$ cat src/hdl/sst_pkg.sv
package sst_pkg;

	typedef enum logic [2:0] {
		CLS_IDLE,
		CLS_SPACE,
		CLS_NUMBER,
		CLS_WORD,
		CLS_STRING
	} scan_class_t;

	localparam logic [5:0] K_EOF     = 6'd0;
	localparam logic [5:0] K_EOL     = 6'd1;
	localparam logic [5:0] K_SPACE   = 6'd2;
	localparam logic [5:0] K_DECIMAL = 6'd3;
	localparam logic [5:0] K_INTEGER = 6'd4;
	localparam logic [5:0] K_BOOLEAN = 6'd5;
	localparam logic [5:0] K_IF      = 6'd6;
	localparam logic [5:0] K_ELSE    = 6'd7;
	localparam logic [5:0] K_WHILE   = 6'd8;
	localparam logic [5:0] K_FOR     = 6'd9;
	localparam logic [5:0] K_AND     = 6'd10;
	localparam logic [5:0] K_OR      = 6'd11;
	localparam logic [5:0] K_FUNC    = 6'd12;
	localparam logic [5:0] K_RETURN  = 6'd13;
	localparam logic [5:0] K_BREAK   = 6'd14;
	localparam logic [5:0] K_WORD    = 6'd15;
	localparam logic [5:0] K_STRING  = 6'd16;
	localparam logic [5:0] K_EQ      = 6'd17;
	localparam logic [5:0] K_GE      = 6'd18;
	localparam logic [5:0] K_LE      = 6'd19;
	localparam logic [5:0] K_NE      = 6'd20;
	localparam logic [5:0] K_INC     = 6'd21;
	localparam logic [5:0] K_DEC     = 6'd22;
	localparam logic [5:0] K_CARET   = 6'd23;
	localparam logic [5:0] K_PERCENT = 6'd24;
	localparam logic [5:0] K_GT      = 6'd25;
	localparam logic [5:0] K_LT      = 6'd26;
	localparam logic [5:0] K_PLUS    = 6'd27;
	localparam logic [5:0] K_MINUS   = 6'd28;
	localparam logic [5:0] K_STAR    = 6'd29;
	localparam logic [5:0] K_COMMENT = 6'd30;
	localparam logic [5:0] K_SLASH   = 6'd31;
	localparam logic [5:0] K_ASSIGN  = 6'd32;
	localparam logic [5:0] K_LBRACE  = 6'd33;
	localparam logic [5:0] K_RBRACE  = 6'd34;
	localparam logic [5:0] K_LPAREN  = 6'd35;
	localparam logic [5:0] K_RPAREN  = 6'd36;
	localparam logic [5:0] K_COMMA   = 6'd37;
	localparam logic [5:0] K_ERR     = 6'd38;

	localparam logic [1:0] ERR_NONE       = 2'd0;
	localparam logic [1:0] ERR_EXTRA_PT   = 2'd1;
	localparam logic [1:0] ERR_TRAIL_PT   = 2'd2;
	localparam logic [1:0] ERR_UNTERM_STR = 2'd3;

	localparam logic [8:0] PEEK_END = 9'h100;
	localparam logic [7:0] CH_NL    = 8'h0A;
	localparam logic [7:0] CH_SEMI  = 8'h3B;
	localparam logic [7:0] CH_POINT = 8'h2E;
	localparam logic [7:0] CH_UNDER = 8'h5F;
	localparam logic [7:0] CH_QUOTE = 8'h22;

	localparam int RESULTS_MAX = 3;
	localparam int QUEUE_DEPTH = 4;

	typedef struct packed {
		logic        item_kind;
		logic [5:0]  token_kind;
		logic [7:0]  value_char;
		logic        value_kept;
		logic [1:0]  error_code;
		logic [15:0] line_number;
		logic [15:0] column_number;
		logic        last_of_run;
	} result_t;

	function automatic logic is_digit(input logic [8:0] c);
		return c >= 9'h030 && c <= 9'h039;
	endfunction

	function automatic logic is_alpha(input logic [8:0] c);
		return (c >= 9'h061 && c <= 9'h07A) || (c >= 9'h041 && c <= 9'h05A);
	endfunction

	function automatic logic is_word_char(input logic [8:0] c);
		return is_alpha(c) || is_digit(c) || c == {1'b0, CH_UNDER};
	endfunction

	function automatic logic is_space(input logic [8:0] c);
		return c == 9'h020 || (c >= 9'h009 && c <= 9'h00D && c != 9'h00A);
	endfunction

	function automatic result_t mk_item(input logic item, input logic [5:0] kind,
			input logic [7:0] ch, input logic kept, input logic [1:0] err,
			input logic [15:0] line, input logic [15:0] col);
		result_t r;
		r.item_kind     = item;
		r.token_kind    = kind;
		r.value_char    = ch;
		r.value_kept    = kept;
		r.error_code    = err;
		r.line_number   = line;
		r.column_number = col;
		r.last_of_run   = 1'b0;
		return r;
	endfunction

	// keyword kind in [6:1], kept flag in [0]; word kind when nothing matches
	function automatic logic [6:0] keyword(input logic [3:0] len, input logic [47:0] pre);
		logic [6:0] r;
		r = {K_WORD, 1'b1};
		if (len == 4'd4 && pre == 48'("true"))   r = {K_BOOLEAN, 1'b1};
		if (len == 4'd5 && pre == 48'("false"))  r = {K_BOOLEAN, 1'b1};
		if (len == 4'd2 && pre == 48'("if"))     r = {K_IF, 1'b1};
		if (len == 4'd4 && pre == 48'("else"))   r = {K_ELSE, 1'b1};
		if (len == 4'd5 && pre == 48'("while"))  r = {K_WHILE, 1'b1};
		if (len == 4'd3 && pre == 48'("FOR"))    r = {K_FOR, 1'b1};
		if (len == 4'd3 && pre == 48'("and"))    r = {K_AND, 1'b0};
		if (len == 4'd2 && pre == 48'("or"))     r = {K_OR, 1'b0};
		if (len == 4'd4 && pre == 48'("func"))   r = {K_FUNC, 1'b0};
		if (len == 4'd6 && pre == 48'("return")) r = {K_RETURN, 1'b0};
		if (len == 4'd5 && pre == 48'("break"))  r = {K_BREAK, 1'b0};
		return r;
	endfunction

	// two-byte operators; end-of-file kind means no match
	function automatic logic [5:0] pair_kind(input logic [7:0] c, input logic [8:0] p);
		logic [5:0] k;
		k = K_EOF;
		if (p == 9'h03D) begin
			unique case (c)
				8'h3D:   k = K_EQ;
				8'h3E:   k = K_GE;
				8'h3C:   k = K_LE;
				8'h21:   k = K_NE;
				default: k = K_EOF;
			endcase
		end
		if (c == 8'h26 && p == 9'h026) k = K_AND;
		if (c == 8'h7C && p == 9'h07C) k = K_OR;
		if (c == 8'h2B && p == 9'h02B) k = K_INC;
		if (c == 8'h2D && p == 9'h02D) k = K_DEC;
		if (c == 8'h2F && p == 9'h02F) k = K_COMMENT;
		return k;
	endfunction

	function automatic logic [5:0] single_kind(input logic [7:0] c);
		logic [5:0] k;
		unique case (c)
			8'h5E:   k = K_CARET;
			8'h25:   k = K_PERCENT;
			8'h3E:   k = K_GT;
			8'h3C:   k = K_LT;
			8'h2B:   k = K_PLUS;
			8'h2D:   k = K_MINUS;
			8'h2A:   k = K_STAR;
			8'h2F:   k = K_SLASH;
			8'h3D:   k = K_ASSIGN;
			8'h7B:   k = K_LBRACE;
			8'h7D:   k = K_RBRACE;
			8'h28:   k = K_LPAREN;
			8'h29:   k = K_RPAREN;
			8'h2C:   k = K_COMMA;
			default: k = K_EOF;
		endcase
		return k;
	endfunction

endpackage

$ cat src/hdl/sst_step.sv
module sst_step #(
	parameter int KEYWORD_BYTES = 6,
	parameter int POSITION_BITS = 16
) (
	input  logic              clk,
	input  logic              arst_n,
	input  logic              go,
	input  logic [7:0]        char_code,
	input  logic              end_of_input,
	output sst_pkg::result_t  res [sst_pkg::RESULTS_MAX],
	output logic [1:0]        res_count
);

	localparam int PW = KEYWORD_BYTES * 8;
	localparam int LW = $clog2(KEYWORD_BYTES + 2);
	localparam logic [POSITION_BITS-1:0] POS_MAX = {POSITION_BITS{1'b1}};

	logic [7:0]               la_q;
	logic                     la_valid_q;
	sst_pkg::scan_class_t     cls_q;
	logic                     ps_q;
	logic [1:0]               pe_q;
	logic [PW-1:0]            pre_q;
	logic [LW-1:0]            wl_q;
	logic [POSITION_BITS-1:0] line_q;
	logic [POSITION_BITS-1:0] col_q;

	logic [7:0]               la_d;
	logic                     la_valid_d;
	sst_pkg::scan_class_t     cls_d;
	logic                     ps_d;
	logic [1:0]               pe_d;
	logic [PW-1:0]            pre_d;
	logic [LW-1:0]            wl_d;
	logic [POSITION_BITS-1:0] line_d;
	logic [POSITION_BITS-1:0] col_d;
	sst_pkg::result_t         r [sst_pkg::RESULTS_MAX];
	logic [2:0]               n;

	always_comb begin
		logic [8:0] p;
		logic [7:0] cur;
		logic       consumed;
		logic       dangling;
		logic       num_take;
		logic       word_take;
		logic       space_take;
		logic [1:0] e;
		logic [5:0] pk;
		logic [5:0] sk;
		logic [6:0] kw;

		la_d       = la_q;
		la_valid_d = la_valid_q;
		cls_d      = cls_q;
		ps_d       = ps_q;
		pe_d       = pe_q;
		pre_d      = pre_q;
		wl_d       = wl_q;
		line_d     = line_q;
		col_d      = col_q;
		for (int i = 0; i < sst_pkg::RESULTS_MAX; i++) r[i] = '0;
		n          = 3'd0;
		cur        = la_q;
		p          = end_of_input ? sst_pkg::PEEK_END : {1'b0, char_code};
		consumed   = 1'b0;
		num_take   = 1'b0;
		word_take  = 1'b0;
		space_take = 1'b0;
		e          = sst_pkg::ERR_NONE;
		pk         = sst_pkg::K_EOF;
		sk         = sst_pkg::K_EOF;
		kw         = '0;
		dangling   = end_of_input && la_valid_q && cls_q == sst_pkg::CLS_NUMBER
			&& la_q == sst_pkg::CH_POINT;

		if (dangling) begin
			e = (pe_d != sst_pkg::ERR_NONE) ? pe_d : sst_pkg::ERR_TRAIL_PT;
			if (n < 3'd3) r[n[1:0]] = sst_pkg::mk_item(1'b1, ps_d ? sst_pkg::K_DECIMAL :
				sst_pkg::K_INTEGER, 8'h00, 1'b1, e, 16'(line_d), 16'(col_d));
			n = n + 3'd1;
			cls_d = sst_pkg::CLS_IDLE;
			ps_d  = 1'b0;
			pe_d  = sst_pkg::ERR_NONE;
			if (col_d != POS_MAX) col_d = col_d + 1'b1;
			if (n < 3'd3) r[n[1:0]] = sst_pkg::mk_item(1'b1, sst_pkg::K_ERR, 8'h00, 1'b0,
				sst_pkg::ERR_NONE, 16'(line_d), 16'(col_d));
			n = n + 3'd1;
		end else if (la_valid_q) begin
			// closing of the token in progress, or its continuation
			unique case (cls_d)
				sst_pkg::CLS_NUMBER: begin
					if (sst_pkg::is_digit({1'b0, cur}) ||
							(cur == sst_pkg::CH_POINT && sst_pkg::is_digit(p))) begin
						num_take = 1'b1;
					end else begin
						e = (pe_d != sst_pkg::ERR_NONE) ? pe_d :
							(cur == sst_pkg::CH_POINT ? sst_pkg::ERR_TRAIL_PT : sst_pkg::ERR_NONE);
						if (n < 3'd3) r[n[1:0]] = sst_pkg::mk_item(1'b1, ps_d ?
							sst_pkg::K_DECIMAL : sst_pkg::K_INTEGER, 8'h00, 1'b1, e,
							16'(line_d), 16'(col_d));
						n = n + 3'd1;
						cls_d = sst_pkg::CLS_IDLE;
						ps_d  = 1'b0;
						pe_d  = sst_pkg::ERR_NONE;
					end
				end
				sst_pkg::CLS_WORD: begin
					if (sst_pkg::is_word_char({1'b0, cur})) begin
						word_take = 1'b1;
					end else begin
						kw = sst_pkg::keyword(4'(wl_d), 48'(pre_d));
						if (n < 3'd3) r[n[1:0]] = sst_pkg::mk_item(1'b1, kw[6:1], 8'h00, kw[0],
							sst_pkg::ERR_NONE, 16'(line_d), 16'(col_d));
						n = n + 3'd1;
						cls_d = sst_pkg::CLS_IDLE;
						pre_d = '0;
						wl_d  = '0;
					end
				end
				sst_pkg::CLS_SPACE: begin
					if (sst_pkg::is_space({1'b0, cur})) begin
						space_take = 1'b1;
					end else begin
						if (n < 3'd3) r[n[1:0]] = sst_pkg::mk_item(1'b1, sst_pkg::K_SPACE, 8'h00,
							1'b0, sst_pkg::ERR_NONE, 16'(line_d), 16'(col_d));
						n = n + 3'd1;
						cls_d = sst_pkg::CLS_IDLE;
					end
				end
				sst_pkg::CLS_STRING: begin
					if (cur == sst_pkg::CH_QUOTE) begin
						if (col_d != POS_MAX) col_d = col_d + 1'b1;
						if (n < 3'd3) r[n[1:0]] = sst_pkg::mk_item(1'b1, sst_pkg::K_STRING, 8'h00,
							1'b1, sst_pkg::ERR_NONE, 16'(line_d), 16'(col_d));
						n = n + 3'd1;
						cls_d = sst_pkg::CLS_IDLE;
					end else begin
						if (n < 3'd3) r[n[1:0]] = sst_pkg::mk_item(1'b0, sst_pkg::K_STRING, cur,
							1'b0, sst_pkg::ERR_NONE, 16'(line_d), 16'(col_d));
						n = n + 3'd1;
						if (col_d != POS_MAX) col_d = col_d + 1'b1;
					end
				end
				default: cls_d = sst_pkg::CLS_IDLE;
			endcase

			// start of a new token
			if (cls_d == sst_pkg::CLS_IDLE && cls_q != sst_pkg::CLS_STRING &&
					!num_take && !word_take && !space_take) begin
				pk = sst_pkg::pair_kind(cur, p);
				sk = sst_pkg::single_kind(cur);
				if (cur == sst_pkg::CH_NL) begin
					if (n < 3'd3) r[n[1:0]] = sst_pkg::mk_item(1'b1, sst_pkg::K_EOL, 8'h00, 1'b0,
						sst_pkg::ERR_NONE, 16'(line_d), 16'd0);
					n = n + 3'd1;
					if (line_d != POS_MAX) line_d = line_d + 1'b1;
					col_d = '0;
				end else if (cur == sst_pkg::CH_SEMI) begin
					if (n < 3'd3) r[n[1:0]] = sst_pkg::mk_item(1'b1, sst_pkg::K_EOL, 8'h00, 1'b0,
						sst_pkg::ERR_NONE, 16'(line_d), 16'd0);
					n = n + 3'd1;
					if (col_d != POS_MAX) col_d = col_d + 1'b1;
				end else if (sst_pkg::is_space({1'b0, cur})) begin
					space_take = 1'b1;
				end else if (sst_pkg::is_digit({1'b0, cur}) ||
						(cur == sst_pkg::CH_POINT && sst_pkg::is_digit(p))) begin
					ps_d = 1'b0;
					pe_d = sst_pkg::ERR_NONE;
					num_take = 1'b1;
				end else if (sst_pkg::is_alpha({1'b0, cur}) || cur == sst_pkg::CH_UNDER) begin
					pre_d = '0;
					wl_d  = '0;
					word_take = 1'b1;
				end else if (cur == sst_pkg::CH_QUOTE) begin
					if (col_d != POS_MAX) col_d = col_d + 1'b1;
					cls_d = sst_pkg::CLS_STRING;
				end else if (pk != sst_pkg::K_EOF) begin
					if (col_d != POS_MAX) col_d = col_d + 1'b1;
					if (col_d != POS_MAX) col_d = col_d + 1'b1;
					if (n < 3'd3) r[n[1:0]] = sst_pkg::mk_item(1'b1, pk, 8'h00, 1'b0,
						sst_pkg::ERR_NONE, 16'(line_d), 16'(col_d));
					n = n + 3'd1;
					consumed = 1'b1;
				end else if (sk != sst_pkg::K_EOF) begin
					if (col_d != POS_MAX) col_d = col_d + 1'b1;
					if (n < 3'd3) r[n[1:0]] = sst_pkg::mk_item(1'b1, sk, 8'h00, 1'b0,
						sst_pkg::ERR_NONE, 16'(line_d), 16'(col_d));
					n = n + 3'd1;
				end else begin
					if (n < 3'd3) r[n[1:0]] = sst_pkg::mk_item(1'b0, sst_pkg::K_ERR, cur, 1'b0,
						sst_pkg::ERR_NONE, 16'(line_d), 16'(col_d));
					n = n + 3'd1;
					if (col_d != POS_MAX) col_d = col_d + 1'b1;
					if (n < 3'd3) r[n[1:0]] = sst_pkg::mk_item(1'b1, sst_pkg::K_ERR, 8'h00, 1'b1,
						sst_pkg::ERR_NONE, 16'(line_d), 16'(col_d));
					n = n + 3'd1;
				end
			end

			if (num_take) begin
				if (cur == sst_pkg::CH_POINT) begin
					if (ps_d && pe_d == sst_pkg::ERR_NONE) pe_d = sst_pkg::ERR_EXTRA_PT;
					ps_d = 1'b1;
				end
				if (n < 3'd3) r[n[1:0]] = sst_pkg::mk_item(1'b0, sst_pkg::K_DECIMAL, cur, 1'b0,
					sst_pkg::ERR_NONE, 16'(line_d), 16'(col_d));
				n = n + 3'd1;
				if (col_d != POS_MAX) col_d = col_d + 1'b1;
				cls_d = sst_pkg::CLS_NUMBER;
				if (!(sst_pkg::is_digit(p) || p == {1'b0, sst_pkg::CH_POINT})) begin
					if (n < 3'd3) r[n[1:0]] = sst_pkg::mk_item(1'b1, ps_d ? sst_pkg::K_DECIMAL :
						sst_pkg::K_INTEGER, 8'h00, 1'b1, pe_d, 16'(line_d), 16'(col_d));
					n = n + 3'd1;
					cls_d = sst_pkg::CLS_IDLE;
					ps_d  = 1'b0;
					pe_d  = sst_pkg::ERR_NONE;
				end
			end

			if (word_take) begin
				if (n < 3'd3) r[n[1:0]] = sst_pkg::mk_item(1'b0, sst_pkg::K_WORD, cur, 1'b0,
					sst_pkg::ERR_NONE, 16'(line_d), 16'(col_d));
				n = n + 3'd1;
				if (wl_d < LW'(KEYWORD_BYTES)) begin
					pre_d = {pre_d[PW-9:0], cur};
					wl_d  = wl_d + 1'b1;
				end else begin
					wl_d = LW'(KEYWORD_BYTES + 1);
				end
				if (col_d != POS_MAX) col_d = col_d + 1'b1;
				cls_d = sst_pkg::CLS_WORD;
				if (!sst_pkg::is_word_char(p)) begin
					kw = sst_pkg::keyword(4'(wl_d), 48'(pre_d));
					if (n < 3'd3) r[n[1:0]] = sst_pkg::mk_item(1'b1, kw[6:1], 8'h00, kw[0],
						sst_pkg::ERR_NONE, 16'(line_d), 16'(col_d));
					n = n + 3'd1;
					cls_d = sst_pkg::CLS_IDLE;
					pre_d = '0;
					wl_d  = '0;
				end
			end

			if (space_take) begin
				if (col_d != POS_MAX) col_d = col_d + 1'b1;
				cls_d = sst_pkg::CLS_SPACE;
				if (!sst_pkg::is_space(p)) begin
					if (n < 3'd3) r[n[1:0]] = sst_pkg::mk_item(1'b1, sst_pkg::K_SPACE, 8'h00,
						1'b0, sst_pkg::ERR_NONE, 16'(line_d), 16'(col_d));
					n = n + 3'd1;
					cls_d = sst_pkg::CLS_IDLE;
				end
			end
		end

		if (end_of_input) begin
			unique case (cls_d)
				sst_pkg::CLS_STRING: begin
					if (col_d != POS_MAX) col_d = col_d + 1'b1;
					if (n < 3'd3) r[n[1:0]] = sst_pkg::mk_item(1'b1, sst_pkg::K_STRING, 8'h00,
						1'b1, sst_pkg::ERR_UNTERM_STR, 16'(line_d), 16'(col_d));
					n = n + 3'd1;
				end
				sst_pkg::CLS_NUMBER: begin
					if (n < 3'd3) r[n[1:0]] = sst_pkg::mk_item(1'b1, ps_d ? sst_pkg::K_DECIMAL :
						sst_pkg::K_INTEGER, 8'h00, 1'b1, pe_d, 16'(line_d), 16'(col_d));
					n = n + 3'd1;
				end
				sst_pkg::CLS_WORD: begin
					kw = sst_pkg::keyword(4'(wl_d), 48'(pre_d));
					if (n < 3'd3) r[n[1:0]] = sst_pkg::mk_item(1'b1, kw[6:1], 8'h00, kw[0],
						sst_pkg::ERR_NONE, 16'(line_d), 16'(col_d));
					n = n + 3'd1;
				end
				sst_pkg::CLS_SPACE: begin
					if (n < 3'd3) r[n[1:0]] = sst_pkg::mk_item(1'b1, sst_pkg::K_SPACE, 8'h00,
						1'b0, sst_pkg::ERR_NONE, 16'(line_d), 16'(col_d));
					n = n + 3'd1;
				end
				default: ;
			endcase
			if (n < 3'd3) r[n[1:0]] = sst_pkg::mk_item(1'b1, sst_pkg::K_EOF, 8'h00, 1'b0,
				sst_pkg::ERR_NONE, 16'(line_d), 16'(col_d));
			n = n + 3'd1;
			la_d       = '0;
			la_valid_d = 1'b0;
			cls_d      = sst_pkg::CLS_IDLE;
			ps_d       = 1'b0;
			pe_d       = sst_pkg::ERR_NONE;
			pre_d      = '0;
			wl_d       = '0;
			line_d     = POSITION_BITS'(1);
			col_d      = '0;
		end else if (!la_valid_q) begin
			la_d       = char_code;
			la_valid_d = 1'b1;
		end else if (consumed) begin
			la_valid_d = 1'b0;
		end else begin
			la_d = char_code;
		end

		if (n > 3'd3) n = 3'd3;
		if (n != 3'd0) r[2'(n - 3'd1)].last_of_run = 1'b1;
	end

	assign res       = r;
	assign res_count = n[1:0];

	always_ff @(posedge clk or negedge arst_n) begin
		if (!arst_n) begin
			la_q       <= '0;
			la_valid_q <= 1'b0;
			cls_q      <= sst_pkg::CLS_IDLE;
			ps_q       <= 1'b0;
			pe_q       <= sst_pkg::ERR_NONE;
			pre_q      <= '0;
			wl_q       <= '0;
			line_q     <= POSITION_BITS'(1);
			col_q      <= '0;
		end else if (go) begin
			la_q       <= la_d;
			la_valid_q <= la_valid_d;
			cls_q      <= cls_d;
			ps_q       <= ps_d;
			pe_q       <= pe_d;
			pre_q      <= pre_d;
			wl_q       <= wl_d;
			line_q     <= line_d;
			col_q      <= col_d;
		end
	end

endmodule

$ cat src/hdl/sst_queue.sv
module sst_queue (
	input  logic              clk,
	input  logic              arst_n,
	input  logic              push,
	input  sst_pkg::result_t  wr_data [sst_pkg::RESULTS_MAX],
	input  logic [1:0]        wr_count,
	output logic              room,
	output logic              out_valid,
	input  logic              out_ready,
	output sst_pkg::result_t  out_data
);

	sst_pkg::result_t ent_q [sst_pkg::QUEUE_DEPTH];
	logic [1:0]       wr_q;
	logic [1:0]       rd_q;
	logic [2:0]       cnt_q;
	logic             pop;
	logic [1:0]       n_in;

	assign pop       = out_valid && out_ready;
	assign out_valid = cnt_q != 3'd0;
	assign out_data  = ent_q[rd_q];
	// room for a full batch of results
	assign room      = (cnt_q - {2'b00, pop}) <= 3'd1;
	assign n_in      = push ? wr_count : 2'd0;

	always_ff @(posedge clk) begin
		for (int i = 0; i < sst_pkg::RESULTS_MAX; i++) begin
			if (2'(i) < n_in) ent_q[2'(wr_q + 2'(i))] <= wr_data[i];
		end
	end

	always_ff @(posedge clk or negedge arst_n) begin
		if (!arst_n) begin
			wr_q  <= '0;
			rd_q  <= '0;
			cnt_q <= '0;
		end else begin
			wr_q  <= wr_q + n_in;
			rd_q  <= rd_q + {1'b0, pop};
			cnt_q <= cnt_q + {1'b0, n_in} - {2'b00, pop};
		end
	end

endmodule

$ cat src/hdl/script_source_tokenizer.sv
// Source bytes go in on s_tdata, one per transaction; a transaction with s_tlast set ends the
// source, closes any pending token and yields the end-of-file token, after which the next
// byte starts a fresh source at line 1. Every byte transaction causes zero to three result
// transactions, which queue in a four-entry output buffer; the input is taken every cycle as
// long as that buffer can hold a full batch, so the sustained rate is one byte per cycle when
// the output side keeps up, and the output port drains one result per cycle with m_tready
// high. A token's value bytes come out first (m_tuser low), then its end item (m_tuser high).
module script_source_tokenizer #(
	parameter int KEYWORD_BYTES = 6,
	parameter int POSITION_BITS = 16
) (
	input  logic        clk,
	input  logic        arst_n,
	input  logic        s_tvalid,
	output logic        s_tready,
	input  logic [7:0]  s_tdata,   // char_code
	input  logic        s_tlast,   // end_of_input
	output logic        m_tvalid,
	input  logic        m_tready,
	// token_kind, value_char, value_kept, error_code, line_number, column_number, zero pad
	output logic [55:0] m_tdata,
	output logic        m_tuser,   // item_kind
	output logic        m_tlast    // last_of_run
);

	logic             valid_s1;
	logic [7:0]       char_s1;
	logic             eoi_s1;
	logic             room;
	logic             go;
	sst_pkg::result_t res [sst_pkg::RESULTS_MAX];
	logic [1:0]       res_count;
	sst_pkg::result_t head;

	assign go       = valid_s1 && room;
	assign s_tready = !valid_s1 || room;

	always_ff @(posedge clk or negedge arst_n) begin
		if (!arst_n) begin
			valid_s1 <= 1'b0;
		end else if (s_tvalid && s_tready) begin
			valid_s1 <= 1'b1;
		end else if (go) begin
			valid_s1 <= 1'b0;
		end
	end

	always_ff @(posedge clk) begin
		if (s_tvalid && s_tready) begin
			char_s1 <= s_tdata;
			eoi_s1  <= s_tlast;
		end
	end

	sst_step #(
		.KEYWORD_BYTES(KEYWORD_BYTES),
		.POSITION_BITS(POSITION_BITS)
	) u_step (
		.clk          (clk),
		.arst_n       (arst_n),
		.go           (go),
		.char_code    (char_s1),
		.end_of_input (eoi_s1),
		.res          (res),
		.res_count    (res_count)
	);

	sst_queue u_queue (
		.clk       (clk),
		.arst_n    (arst_n),
		.push      (go),
		.wr_data   (res),
		.wr_count  (res_count),
		.room      (room),
		.out_valid (m_tvalid),
		.out_ready (m_tready),
		.out_data  (head)
	);

	assign m_tdata = {7'd0, head.column_number, head.line_number, head.error_code,
		head.value_kept, head.value_char, head.token_kind};
	assign m_tuser = head.item_kind;
	assign m_tlast = head.last_of_run;

endmodule

$ cat config.mk
export PLATFORM = sky130hd
export DESIGN_NAME = script_source_tokenizer
export DESIGN_NICKNAME = d
export VERILOG_FILES = /design/src/hdl/sst_pkg.sv /design/src/hdl/sst_step.sv /design/src/hdl/sst_queue.sv /design/src/hdl/script_source_tokenizer.sv
export SDC_FILE = /design/constraint.sdc
export NUM_CORES = 2
export LEC_CHECK = 0
export BUFFER_PORTS_ARGS = -buffer_cell sky130_fd_sc_hd__buf_2
export CORE_MARGIN = 2
export CORE_UTILIZATION = 41
export DETAILED_ROUTE_END_ITERATION = 10
export PLACE_DENSITY = 0.66
export SYNTH_ARGS = -nofsm -noshare
export SYNTH_HDL_FRONTEND = slang
export SYNTH_HIERARCHICAL = 1
export SYNTH_SLANG_ARGS = --single-unit
$ cat constraint.sdc
create_clock -name clk -period 15.3 [get_ports clk]
set_input_delay 0.765 -clock clk [delete_from_list [all_inputs] [get_ports clk]]
set_output_delay 0.765 -clock clk [all_outputs]
set_load 0.02 [all_outputs]
==> metrics.cfg <==
[floorplan]
core_um2 = 91500
die_width_um = 308
chipHeight_um = 308
top_level_ports = 73
die-area_um2 = 94700
row_count = 111
start_util_pct = 41.3

[sta]
post-route-min-period_ns = 14.27
setup_tns_ns = 0
setup_viol = 0
finClkSkew_ns = 0.0377
hold_viol = 0
slew_headroom_pct = 9.97
slew_viol_final = 0
max_freq_mhz = 70.1
tightestPinTransition_ns = 1.34
grt_setup_unrepaired = false
fin_ws_ns = 1.03
timing.final.crit_share_pct = 93.3

[cts]
cts.clk_slew.worst_paths_ns = 0.06
cts_sinks = 319
htreeDepth = 2
cts-root-buf = clkbuf_16
clk_latency_ns = 0.66
cts_tree = done
ctsLongestPathBuffers = 3
numCtsBuffers = 42

[synth]
syn_inst = 4805
synthFlopType = edfxtp_1
synth_mux_area_share_pct = 16.7
yosys_warnings = 6
synth_compound_area_share_pct = 26.3
synth_simple_gate_area_share_pct = 23.4
synth_top_family_by_area = compound AO/OA/AOI/OAI gates
yosysSeqAreaShare_pct = 23.9
synth.distinct_cells = 123
synth.avg_cell_area_um2 = 7.87
syn_area_um2 = 37800
synth_adder_area_share_pct = 1.44
async_flop_share_pct = 33.2
synth_seq_cells = 319
synth-xor-area-share_pct = 2.43
synth_edf_count = 213

[outcome]
status = finished, final reports clean

[placement]
dpl.hpwl_um = 162000
numPortBuffers = 65
place_congestion = 1.07
place_ws_ns = 0.830

[setup_path]
startpoint_type = register
cp.arrival_ns = 14.64
cp_max_fo = 27
slowest_stage = a2111oi_0
worstSetupPathType = reg -> reg
critPathMostFrequentCell = nand2_1
required_ns = 15.67
worst_path_largest_cell_delay_ns = 0.58
cp-end-kind = register
reg2reg_slack_ns = 1.03

[detailed_routing]
first_pass_iters = 9
vias = 43800
drtIter0Drc = 6933
drt-total-wl_um = 216000
viasPerCell = 7.34
ant_nets = 0
wl_per_cell_um = 36.2
drc = 0

[layout]
nets = 4799
drive_above_1_share_pct = 19.6
final_core_util_pct = 45.0
synthToLayoutAreaGrowth_pct = 8.87

[global_routing]
antenna_found_initial = 14
grt_max_degree = 52
grt_pass1_wl_um = 306000
grt_overflow = 0
grt_usage_pct = 44.5
grt_pass1_vias = 41200

[worst_hold_path]
hold_path.class = in -> async

[run]
max_cap_violations = 0

-- state kept, by name, summed over array words and instances, names as in the netlist --
| name | cells |
|---|---|
| u_step/la_valid_q | 1 |
| u_step/line_q | 16 |
| u_step/cls_q | 3 |
| u_step/ps_q | 1 |
| char_s1 | 8 |
| u_step/la_q | 8 |
| u_queue/cnt_q | 3 |
| u_step/pre_q | 48 |
| u_queue/wr_q | 2 |
| u_step/wl_q | 3 |
| u_step/col_q | 16 |
| valid_s1 | 1 |
| u_queue/ent_q | 204 |
| u_step/pe_q | 2 |
| u_queue/rd_q | 2 |
| eoi_s1 | 1 |
-- cells in the final DEF (no fill, tap or decap), types with 64 or more instances in the layout --
| cell | instances |
|---|---|
| a21oi_1 | 337 |
| a22oi_1 | 78 |
| a31oi_1 | 81 |
| buf_2 | 64 |
| buf_4 | 193 |
| dfrtp_1 | 102 |
| edfxtp_1 | 213 |
| inv_1 | 145 |
| mux2_2 | 422 |
| nand2_1 | 527 |
| nand3_1 | 192 |
| nand4_1 | 86 |
| nor2_1 | 413 |
| nor3_1 | 137 |
| nor4_1 | 68 |
| o21ai_0 | 373 |
| o22ai_1 | 142 |
| xnor2_1 | 78 |
-- per-stage QoR --
step / area [um^2] / hold slack [ns] / cells
6_report: 41200 / 0.0372 / 5968
5_1_grt: 41200 / 0.0566 / 5964
4_1_cts: 41100 / 0.0327 / 5963
3_5_place_dp: 39700 / 0.506 / 5886
3_3_place_gp: 39700 / 0.506 / 5886
2_1_floorplan: 37800 / 0.469 / 4811
-- routing by layer --
metal | global-route usage [%] | wire [um] | vias to the layer above | part of all wire (%)
li1 | - | - | 18300 | -
met1 | 57.3 | 82500 | 21400 | 38
met2 | 65.5 | 90100 | 3261 | 42
met3 | 10.6 | 25500 | 805 | 12
met4 | 30.6 | 18100 | 18 | 8.4
met5 | 0 | 136 | - | 0.063
-- path summary, 6_finish.rpt --
| path | start | endpoint | cells past startpoint |
|---|---|---|---|
| max in group asynchronous | arst_n | u_step/col_q[0] | 2 |
| min | arst_n | u_queue/cnt_q[0] | 1 |
| max reg2reg | u_step/col_q[0] | u_queue/ent_q[1][1] | 49 |
| min reg2reg | u_queue/cnt_q[2] | u_queue/cnt_q[2] | 1 |
| max | u_step/col_q[0] | u_queue/ent_q[1][1] | 49 |
| min in group clk | s_tdata[5] | char_s1[5] | 1 |
-- Yosys cell counts (50+ instances only) --
| master | count | share of area, % |
|---|---|---|
| mux4_2 | 51 | 3.0 |
| a21oi_1 | 338 | 4.5 |
| mux2_2 | 422 | 13 |
| xnor2_1 | 78 | 1.8 |
| nor3_1 | 140 | 1.9 |
| and2_1 | 50 | 0.83 |
| a22oi_1 | 78 | 1.5 |
| nand2_1 | 531 | 5.3 |
| nand4_1 | 86 | 1.4 |
| and3_1 | 50 | 0.83 |
| a31oi_1 | 81 | 1.3 |
| o21ai_0 | 376 | 5.0 |
| inv_1 | 145 | 1.4 |
| nor2_1 | 420 | 4.2 |
| dfrtp_1 | 105 | 6.9 |
| edfxtp_1 | 213 | 17 |
| clkbuf_1 | 246 | 2.4 |
| nor4_1 | 70 | 1.2 |
| buf_2 | 73 | 0.97 |
| nand3_1 | 193 | 2.6 |
| o22ai_1 | 142 | 2.3 |
-- final cells by class --
class | instances | area (um^2)
repair buffers | 258 | 1790
well taps | 1186 | 1480
diodes | 5 | 12.5
multi-input cells | 3975 | 26800
clock buffers | 48 | 1070
flip-flops and latches | 319 | 9060
fillers | 9195 | 50400
inverters | 148 | 556
clock inverters | 29 | 405
-- kinds of logic (layout without fill, tap and decap cells) --
logic type	count (synthesis)	count (layout)
other	2	13
multiplexers	513	513
AO/OA/AOI/OAI	1535	1535
AND/OR/NAND/NOR	1773	1773
adder cells (fa/ha/maj)	43	43
flip-flops	319	319
buffers and inverters	517	483
XOR/XNOR	103	103
-- worst max-delay path: cells and delay by family, from the launching register on --
| kind | cells | cell delay (ns) |
|---|---|---|
| adders and majority gates | 7 | 2.42 |
| DFF | 1 | 0.55 |
| buffers and inverters | 5 | 0.86 |
| xor gates and xnor gates | 2 | 0.80 |
| AOI/OAI and AO/OA | 10 | 2.85 |
| muxes | 4 | 1.24 |
| and+or+nand+nor | 21 | 5.21 |
-- timing repair --
action                                 in CTS  in global routing
endpoints found under the hold margin       0                  0
gates resized for setup                     0                  4
buffers inserted                            0                  0
setup endpoints to repair                   0                 64
hold buffers                                0                  0
Power is left out: the tool's default activity adds up to more than one toggle a clock period on the data nets, which glitch-free logic cannot reach.
